[src/design/tbpp_pkg.sv]
// Shared types and constants for the timestamp bin parity bit packer.
// No dependencies; used by the controller, datapath, top level and checker.
package tbpp_pkg;

  localparam int unsigned TS_W         = 30;
  localparam int unsigned BYTE_W       = 8;
  localparam int unsigned DIV_STEPS    = TS_W;
  localparam int unsigned DIV_CNT_W    = $clog2(DIV_STEPS);
  localparam int unsigned ZRUN_W       = 9;
  localparam int unsigned HELD_W       = $clog2(BYTE_W);
  localparam int unsigned NBIT_W       = HELD_W + 1;
  localparam int unsigned IN_TDATA_W   = 32;
  localparam logic [ZRUN_W-1:0] MAX_ZERO_RUN = 9'd503;

  typedef enum logic [2:0] {
    ST_IDLE,
    ST_DIVIDE,
    ST_DECIDE,
    ST_PARITY,
    ST_ZEROS,
    ST_FLUSH
  } state_t;

  // controller -> datapath
  typedef struct packed {
    logic load;
    logic div_step;
    logic decide;
    logic push_parity;
    logic push_zeros;
    logic flush;
  } cmd_t;

  // datapath -> controller
  typedef struct packed {
    logic div_last;
    logic need_push;
    logic parity_ok;
    logic zeros_ok;
    logic zeros_empty;
    logic held_empty;
    logic out_free;
  } sts_t;

endpackage

[src/design/tbpp_ctrl.sv]
// Controller FSM of the bin parity packer: sequences divide, decide, bit push and flush.
// Depends on tbpp_pkg (state_t, cmd_t, sts_t).
module tbpp_ctrl (
  input  logic           clk,
  input  logic           rst_n,
  input  logic           in_tvalid,
  input  logic           in_tlast,
  output logic           in_tready,
  input  tbpp_pkg::sts_t sts,
  output tbpp_pkg::cmd_t cmd
);

  tbpp_pkg::state_t state_r, state_nxt;

  always_ff @(posedge clk) begin
    if (!rst_n) begin
      state_r <= tbpp_pkg::ST_IDLE;
    end else begin
      state_r <= state_nxt;
    end
  end

  always_comb begin
    state_nxt = state_r;
    case (state_r)
      tbpp_pkg::ST_IDLE: begin
        if (in_tvalid) begin
          state_nxt = in_tlast ? tbpp_pkg::ST_FLUSH : tbpp_pkg::ST_DIVIDE;
        end
      end
      tbpp_pkg::ST_DIVIDE: begin
        if (sts.div_last) state_nxt = tbpp_pkg::ST_DECIDE;
      end
      tbpp_pkg::ST_DECIDE: begin
        state_nxt = sts.need_push ? tbpp_pkg::ST_PARITY : tbpp_pkg::ST_IDLE;
      end
      tbpp_pkg::ST_PARITY: begin
        if (sts.parity_ok) state_nxt = tbpp_pkg::ST_ZEROS;
      end
      tbpp_pkg::ST_ZEROS: begin
        if (sts.zeros_empty) state_nxt = tbpp_pkg::ST_IDLE;
      end
      tbpp_pkg::ST_FLUSH: begin
        if (sts.held_empty || sts.out_free) state_nxt = tbpp_pkg::ST_IDLE;
      end
      default: state_nxt = tbpp_pkg::ST_IDLE;
    endcase
  end

  always_comb begin
    cmd       = '0;
    in_tready = 1'b0;
    case (state_r)
      tbpp_pkg::ST_IDLE: begin
        in_tready = 1'b1;
        cmd.load  = in_tvalid && !in_tlast;
      end
      tbpp_pkg::ST_DIVIDE: cmd.div_step    = 1'b1;
      tbpp_pkg::ST_DECIDE: cmd.decide      = 1'b1;
      tbpp_pkg::ST_PARITY: cmd.push_parity = sts.parity_ok;
      tbpp_pkg::ST_ZEROS:  cmd.push_zeros  = !sts.zeros_empty && sts.zeros_ok;
      tbpp_pkg::ST_FLUSH:  cmd.flush       = !sts.held_empty && sts.out_free;
      default: cmd = '0;
    endcase
  end

endmodule

[src/design/tbpp_dp.sv]
// Datapath of the bin parity packer: bin width register, restoring divider,
// bin tracking, bit packer and output word register. Depends on tbpp_pkg.
module tbpp_dp (
  input  logic                          clk,
  input  logic                          rst_n,
  input  logic                          cfg_wr_en,
  input  logic [tbpp_pkg::TS_W-1:0]     cfg_wr_data,
  input  logic [tbpp_pkg::TS_W-1:0]     in_ts,
  input  tbpp_pkg::cmd_t                cmd,
  output tbpp_pkg::sts_t                sts,
  output logic                          out_tvalid,
  input  logic                          out_tready,
  output logic [tbpp_pkg::BYTE_W-1:0]   out_byte,
  output logic                          out_last,
  output logic                          out_clip
);

  localparam int unsigned W  = tbpp_pkg::TS_W;
  localparam int unsigned B  = tbpp_pkg::BYTE_W;
  localparam int unsigned HW = tbpp_pkg::HELD_W;
  localparam int unsigned NW = tbpp_pkg::NBIT_W;
  localparam int unsigned ZW = tbpp_pkg::ZRUN_W;

  logic [W-1:0]  bin_width_r;
  logic [W-1:0]  ts_r, quot_r, rem_r, base_r, cur_bin_r;
  logic [tbpp_pkg::DIV_CNT_W-1:0] div_cnt_r;
  logic          started_r, parity_r, clip_r;
  logic [B-1:0]  shreg_r;
  logic [HW-1:0] held_r;
  logic [ZW-1:0] zeros_r;
  logic          out_valid_r, out_last_r, out_clip_r;
  logic [B-1:0]  out_byte_r;

  logic [W-1:0]  w_eff, offset, dividend, gap;
  logic [W:0]    rem_sh, rem_diff;
  logic          rem_ge;
  logic          out_free;
  logic [NW-1:0] room, nbits, held_sum;
  logic [B-1:0]  zshift;
  logic [ZW-1:0] zeros_left;
  logic          zeros_emit;
  logic          out_load;

  assign w_eff    = (bin_width_r == '0) ? W'(1) : bin_width_r;
  assign offset   = (in_ts >= base_r) ? (in_ts - base_r) : '0;
  assign dividend = started_r ? offset : in_ts;

  // one quotient bit per cycle; dividend bits shift out of quot_r's top
  assign rem_sh   = {rem_r, quot_r[W-1]};
  assign rem_diff = rem_sh - {1'b0, w_eff};
  assign rem_ge   = (rem_sh >= {1'b0, w_eff});

  assign gap      = quot_r - cur_bin_r - W'(1);

  assign out_free = !out_valid_r || out_tready;

  // zero run: each push fills up to the end of the current byte
  assign room       = NW'(B) - {1'b0, held_r};
  assign nbits      = (zeros_r < {{(ZW-NW){1'b0}}, room}) ? zeros_r[NW-1:0] : room;
  assign held_sum   = {1'b0, held_r} + nbits;
  assign zshift     = shreg_r << nbits;
  assign zeros_left = zeros_r - {{(ZW-NW){1'b0}}, nbits};
  assign zeros_emit = (held_sum == NW'(B));

  // a word enters the output register this cycle
  assign out_load = (cmd.push_parity && (held_r == HW'(B - 1)))
                 || (cmd.push_zeros && zeros_emit) || cmd.flush;

  always_comb begin
    sts.div_last    = (div_cnt_r == tbpp_pkg::DIV_CNT_W'(tbpp_pkg::DIV_STEPS - 1));
    sts.need_push   = started_r && (quot_r != cur_bin_r);
    sts.parity_ok   = out_free || (held_r != HW'(B - 1));
    sts.zeros_ok    = out_free || !zeros_emit;
    sts.zeros_empty = (zeros_r == '0);
    sts.held_empty  = (held_r == '0);
    sts.out_free    = out_free;
  end

  always_ff @(posedge clk) begin
    if (!rst_n) begin
      bin_width_r <= W'(1);
      started_r   <= 1'b0;
      base_r      <= '0;
      cur_bin_r   <= '0;
      parity_r    <= 1'b0;
      shreg_r     <= '0;
      held_r      <= '0;
      zeros_r     <= '0;
      clip_r      <= 1'b0;
      div_cnt_r   <= '0;
      out_valid_r <= 1'b0;
    end else begin
      if (cfg_wr_en) bin_width_r <= cfg_wr_data;

      if (out_load) begin
        out_valid_r <= 1'b1;
      end else if (out_tready) begin
        out_valid_r <= 1'b0;
      end

      if (cmd.load) begin
        ts_r      <= in_ts;
        quot_r    <= dividend;
        rem_r     <= '0;
        div_cnt_r <= '0;
      end

      if (cmd.div_step) begin
        div_cnt_r <= div_cnt_r + 1'b1;
        quot_r    <= {quot_r[W-2:0], rem_ge};
        rem_r     <= rem_ge ? rem_diff[W-1:0] : rem_sh[W-1:0];
      end

      if (cmd.decide) begin
        if (!started_r) begin
          // first event: base is the timestamp rounded down to a bin edge
          base_r    <= ts_r - rem_r;
          cur_bin_r <= '0;
          parity_r  <= 1'b1;
          started_r <= 1'b1;
        end else if (quot_r == cur_bin_r) begin
          parity_r <= !parity_r;
        end else begin
          cur_bin_r <= quot_r;
          if (quot_r > cur_bin_r) begin
            if (gap > W'(tbpp_pkg::MAX_ZERO_RUN)) begin
              zeros_r <= tbpp_pkg::MAX_ZERO_RUN;
              clip_r  <= 1'b1;
            end else begin
              zeros_r <= gap[ZW-1:0];
              clip_r  <= 1'b0;
            end
          end else begin
            zeros_r <= '0;
            clip_r  <= 1'b0;
          end
        end
      end

      if (cmd.push_parity) begin
        parity_r <= 1'b1;
        if (held_r == HW'(B - 1)) begin
          out_byte_r  <= {shreg_r[B-2:0], parity_r};
          out_last_r  <= (zeros_r < ZW'(B));
          out_clip_r  <= clip_r;
          shreg_r     <= '0;
          held_r      <= '0;
        end else begin
          shreg_r <= {shreg_r[B-2:0], parity_r};
          held_r  <= held_r + 1'b1;
        end
      end

      if (cmd.push_zeros) begin
        zeros_r <= zeros_left;
        if (zeros_emit) begin
          out_byte_r  <= zshift;
          out_last_r  <= (zeros_left < ZW'(B));
          out_clip_r  <= clip_r;
          shreg_r     <= '0;
          held_r      <= '0;
        end else begin
          shreg_r <= zshift;
          held_r  <= held_sum[HW-1:0];
        end
      end

      if (cmd.flush) begin
        out_byte_r  <= shreg_r;
        out_last_r  <= 1'b1;
        out_clip_r  <= 1'b0;
        shreg_r     <= '0;
        held_r      <= '0;
      end
    end
  end

  assign out_tvalid = out_valid_r;
  assign out_byte   = out_byte_r;
  assign out_last   = out_last_r;
  assign out_clip   = out_clip_r;

endmodule

[src/design/timestamp_bin_parity_bit_packer_top.sv]
// Top level of the timestamp bin parity bit packer.
// Depends on tbpp_pkg, tbpp_ctrl and tbpp_dp.
//
// Items are taken one at a time. An event word is accepted, divided by the
// bin width in a restoring divide and then decided on; when it closes a bin
// the packer then pushes the parity bit and then the empty-bin zero run
// (clipped at 503 zeros), shifting in up to the rest of a byte per cycle unless stalled.
// An event that stays in its bin, or the first event, ends at the decide.
// A flush is accepted and then sends out any partly filled byte as the last.
// Output bytes wait in a one-word output register; the packer stalls only
// when it must load a new byte while that register is still full.
module timestamp_bin_parity_bit_packer_top (
  input  logic                              clk,
  input  logic                              rst_n,
  input  logic                              cfg_wr_en,
  input  logic [tbpp_pkg::TS_W-1:0]         cfg_wr_data,  // bin_width
  input  logic                              in_tvalid,
  output logic                              in_tready,
  input  logic [tbpp_pkg::IN_TDATA_W-1:0]   in_tdata,     // [29:0] timestamp, [31:30] zero
  input  logic                              in_tlast,     // end_of_stream
  output logic                              out_tvalid,
  input  logic                              out_tready,
  output logic [tbpp_pkg::BYTE_W-1:0]       out_tdata,    // [7:0] packed_byte
  output logic                              out_tlast,    // last_of_run
  output logic                              out_tuser     // [0] gap_clipped
);

  tbpp_pkg::cmd_t cmd;
  tbpp_pkg::sts_t sts;

  tbpp_ctrl u_ctrl (
    .clk       (clk),
    .rst_n     (rst_n),
    .in_tvalid (in_tvalid),
    .in_tlast  (in_tlast),
    .in_tready (in_tready),
    .sts       (sts),
    .cmd       (cmd)
  );

  tbpp_dp u_dp (
    .clk         (clk),
    .rst_n       (rst_n),
    .cfg_wr_en   (cfg_wr_en),
    .cfg_wr_data (cfg_wr_data),
    .in_ts       (in_tdata[tbpp_pkg::TS_W-1:0]),
    .cmd         (cmd),
    .sts         (sts),
    .out_tvalid  (out_tvalid),
    .out_tready  (out_tready),
    .out_byte    (out_tdata),
    .out_last    (out_tlast),
    .out_clip    (out_tuser)
  );

endmodule

[config.mk]
export PLATFORM = sky130hd
export DESIGN_NAME = timestamp_bin_parity_bit_packer_top
export DESIGN_NICKNAME = d
export VERILOG_FILES = /design/src/design/tbpp_pkg.sv /design/src/design/tbpp_ctrl.sv /design/src/design/tbpp_dp.sv /design/src/design/timestamp_bin_parity_bit_packer_top.sv
export SDC_FILE = /design/constraint.sdc
export NUM_CORES = 1
export LEC_CHECK = 0
export ABC_CLOCK_PERIOD_IN_PS = 12800
export BUFFER_PORTS_ARGS = -buffer_cell sky130_fd_sc_hd__buf_4
export CORE_MARGIN = 10
export CORE_UTILIZATION = 50
export DETAILED_ROUTE_END_ITERATION = 16
export PLACE_DENSITY = 0.67
export SLEW_MARGIN = 20
export SYNTH_ARGS = -nofsm -noshare
export SYNTH_HDL_FRONTEND = slang
export SYNTH_SLANG_ARGS = --single-unit
export TNS_END_PERCENT = 30
[constraint.sdc]
create_clock -name clk -period 12.8 [get_ports clk]
set_clock_uncertainty 0.15 [all_clocks]
set_input_delay 2.56 -clock clk [delete_from_list [all_inputs] [get_ports clk]]
set_output_delay 2.56 -clock clk [all_outputs]
set_load 0.02 [all_outputs]
==> flow_summary.toml <==
[drt]
postRouteAntennaNets = 0
vias_per_cell = 6.00
wl_mm = 46.3
wire_per_inst_um = 18.7
vias = 14900
first_pass_iters = 5
drcViolationCount = 0
drt_iter0_drc = 1099

[critical_path]
startpoint_type = "flip-flop"
cp-end-kind = "flip-flop"
worst_ep_required_time_ns = 13.11
slowest_stage = "o31ai_4"
cp_common_cell = "ha_1"
slowest_delay_ns = 0.85
worstPathArrival_ns = 6.68
crit_family = "compound AO/OA/AOI/OAI gates"
crit_fanout = 26
cp_cell_sequence = "inv_1 > ha_1 > inv_1 > ha_1 > a211oi_2 > o21a_1 > mux2i_2 > inv_1 > ha_1 > ha_1 > or3_1 > o221a_2 > o31ai_4 > nand2_1 > a21bo_2 > a21oi_1"
setup.worst_path.class = "reg2reg"
crit_buf_inv = 3

[power_and_ir_drop]
pwr-share-comb_pct = 42.3
power.leakage_nw = 7.19
p_int_mw = 1.76
p_switching_mw = 1.12
clkPwrFrac_pct = 25.3
max-vdd-ir-drop_v = 0.000108
sw_frac_of_total_pct = 38.9
seqPwrFrac_pct = 32.4
p_per_area_nw_per_um2 = 157

[clock_network]
post_cts_buffers = 0
post_cts_resized = 0
clock_latency_ns = 0.54
h-tree-depth = 1
root_buffer = "clkbuf_16"
clk_path_buf_depth = 3
cts_hold_buf = 0
cts.sinks = 222
clk_pin_slew_worst_paths_ns = 0.06
tritoncts = "yes"
cts_buffers = 26

[synth]
synthFlopType = "dfxtp_1"
seq_area_frac_synth_pct = 32.7
synth_xor_area_share_pct = 5.00
netlist_instances = 1976
synthAdderAreaFrac_pct = 10.6
synth_most_common_cell = "nor2_1"
synth_top_family_by_area = "compound AO/OA/AOI/OAI gates"
synthTopCellsByArea = "edfxtp_1 18%, dfxtp_1 15%, ha_1 10%, nor2_1 5.1%, a21oi_1 4.8%"
yosys-top-cells-count = "227 x nor2_1, 165 x inv_1, 158 x a21oi_1"
synth_top_area_share_pct = 18.0
synth-edff-count = 100
ys_warn_count = 0
yosys.area.top_type = "edfxtp_1"
synth_cell_types = 95
ys_ff_latch = 222
async_reset_ff_share_pct = 0
synth_compound_area_share_pct = 23.5
synth_nets = 2182
synth-simple-area-share_pct = 17.7
synth_area_um2 = 16600
synth_mux_area_share_pct = 4.65
syn_avg_cell_area_um2 = 8.42

[placement]
place_congestion = 0.950
dp_cells = 2429
hpwlAfterDp_mm = 35.0
pre_cts_ws_ns = 6.03
io_buffers = 77

[floorplanning]
dieWidth_um = 202
io_pins = 80
die_h_um = 202
dieArea_um2 = 41000
rows = 66
core-area_um2 = 32700
start_util_pct = 50.9

[outcome]
status = "complete, no violations"

[sta]
finalSetupTns_ns = 0
setup_viol = 0
tightest_slew_ns = 1.05
hold_viol = 0
fin_crit_sh_pct = 49.7
finalMaxSlewViolations = 0
rsz0062_at_grt = "false"
fin_crit_ns = 6.36
worst_slack_ns = 6.44
max_freq_mhz = 157
timing.slew.headroom_pct = 29.9

[global_routing]
grt-ovfl-total = 0
antenna_found_initial = 0
grt_max_degree = 70
grt_pass1_wl_mm = 74.8
grt_pass1_vias = 13900
grt_use_total_pct = 21.8

[layout]
diodes = 0
fill_cells = 3069
drive_gt1_share_pct = 9.04
stdcell_count = 2477
nets = 2221
syn2layout_area_growth_pct = 10.4

[min_path]
worstHoldPathType = "reg2reg"

[flow_run]
max_cap_viol_count = 0
==> sequential cells by signal, summed over array words and instances (netlist names) <==
register / count
u_ctrl.state_r: 3
u_dp.base_r: 30
u_dp.bin_width_r: 30
u_dp.clip_r: 1
u_dp.cur_bin_r: 30
u_dp.div_cnt_r: 5
u_dp.held_r: 3
u_dp.out_byte: 8
u_dp.out_clip: 1
u_dp.out_last: 1
u_dp.out_tvalid: 1
u_dp.parity_r: 1
u_dp.quot_r: 30
u_dp.rem_r: 30
u_dp.shreg_r: 8
u_dp.started_r: 1
u_dp.ts_r: 30
u_dp.zeros_r: 9
==> per-layer routing <==
layer	routed length (um)	track usage, %
met5	0	0
met4	867	4.56
met3	2600	2.65
met2	20500	34.4
met1	22300	31.4
==> power by group through the flow <==
| stage | Combinational [mW] | Clock [mW] | Sequential (mW) |
|---|---|---|---|
| after floorplan | 0.930 | 0 | 0.917 |
| after global placement | 1.18 | 0 | 0.947 |
| after detailed placement | 1.20 | 0 | 0.949 |
| after CTS | 1.21 | 0.745 | 0.936 |
| after global routing | 1.35 | 0.773 | 0.945 |
| final | 1.22 | 0.729 | 0.936 |
==> cells by family (layout without fill, tap and decap cells) <==
| logic type | after synthesis | count (layout) |
|---|---|---|
| AO/OA/AOI/OAI | 574 | 574 |
| XOR/XNOR | 95 | 95 |
| adder cells (fa/ha/maj) | 138 | 138 |
| buffers and inverters | 245 | 304 |
| flip-flops | 222 | 222 |
| multiplexers | 76 | 76 |
| AND/OR/NAND/NOR | 626 | 626 |
==> worst reg2reg max path, cell delays in order (launching register included) <==
cell	delay (ns)
dfxtp_1	0.45
inv_1	0.12
ha_1	0.35
inv_1	0.18
ha_1	0.29
a211oi_2	0.37
o21a_1	0.32
mux2i_2	0.66
inv_1	0.31
ha_1	0.28
ha_1	0.23
or3_1	0.41
o221a_2	0.35
o31ai_4	0.85
nand2_1	0.54
a21bo_2	0.33
a21oi_1	0.12
==> cell usage in the layout (no fill, tap or decap), types with 23 or more instances in the layout <==
cell type	synthesis	layout
xnor2_1	54	54
nand2b_1	23	23
nor3_1	27	27
a22oi_1	35	35
dfxtp_1	122	122
a21oi_1	158	158
nand3_1	60	60
a221oi_1	31	31
buf_4	0	89
inv_1	165	165
ha_1	134	134
mux2i_1	65	64
clkbuf_16	0	28
xor2_1	41	41
nand2_1	153	153
a21o_1	55	55
a211oi_1	31	31
edfxtp_1	100	100
nor2_1	227	226
o21ai_0	79	78
==> through the flow <==
stage                     utilization [%]  power [mW]  hold slack (ns)  area, um^2
after CTS                            56.2        2.89            0.308       18400
after floorplan                         -        1.85            0.282       16600
final                                56.2        2.89            0.308       18400
after global routing                 56.2        3.07            0.331       18400
after detailed placement             53.6        2.15            0.296       17500
after global placement               53.6        2.13            0.292       17500
==> final cells by class <==
class | instances | area, um^2 | share of cell area (%)
multi-input combinational | 1509 | 10200 | 55.7
sequential | 222 | 5450 | 29.6
clock buffer | 39 | 792 | 4.31
timing repair buffer | 89 | 668 | 3.64
inverter | 167 | 628 | 3.42
tap | 442 | 553 | 3.01
clock inverter | 9 | 52.6 | 0.286
==> worst paths after layout <==
check	startpoint	cells after the start	slack (ns)	endpoint
worst min-delay path	u_dp.base_r[23]	2	0.31	u_dp.base_r[23]
worst max-delay path	u_dp.held_r[0]	16	6.44	u_dp.shreg_r[0]
worst max register to register	u_dp.held_r[0]	16	6.44	u_dp.shreg_r[0]
worst min register to register	u_dp.base_r[23]	2	0.31	u_dp.base_r[23]
(Power assumes the default switching activity.)
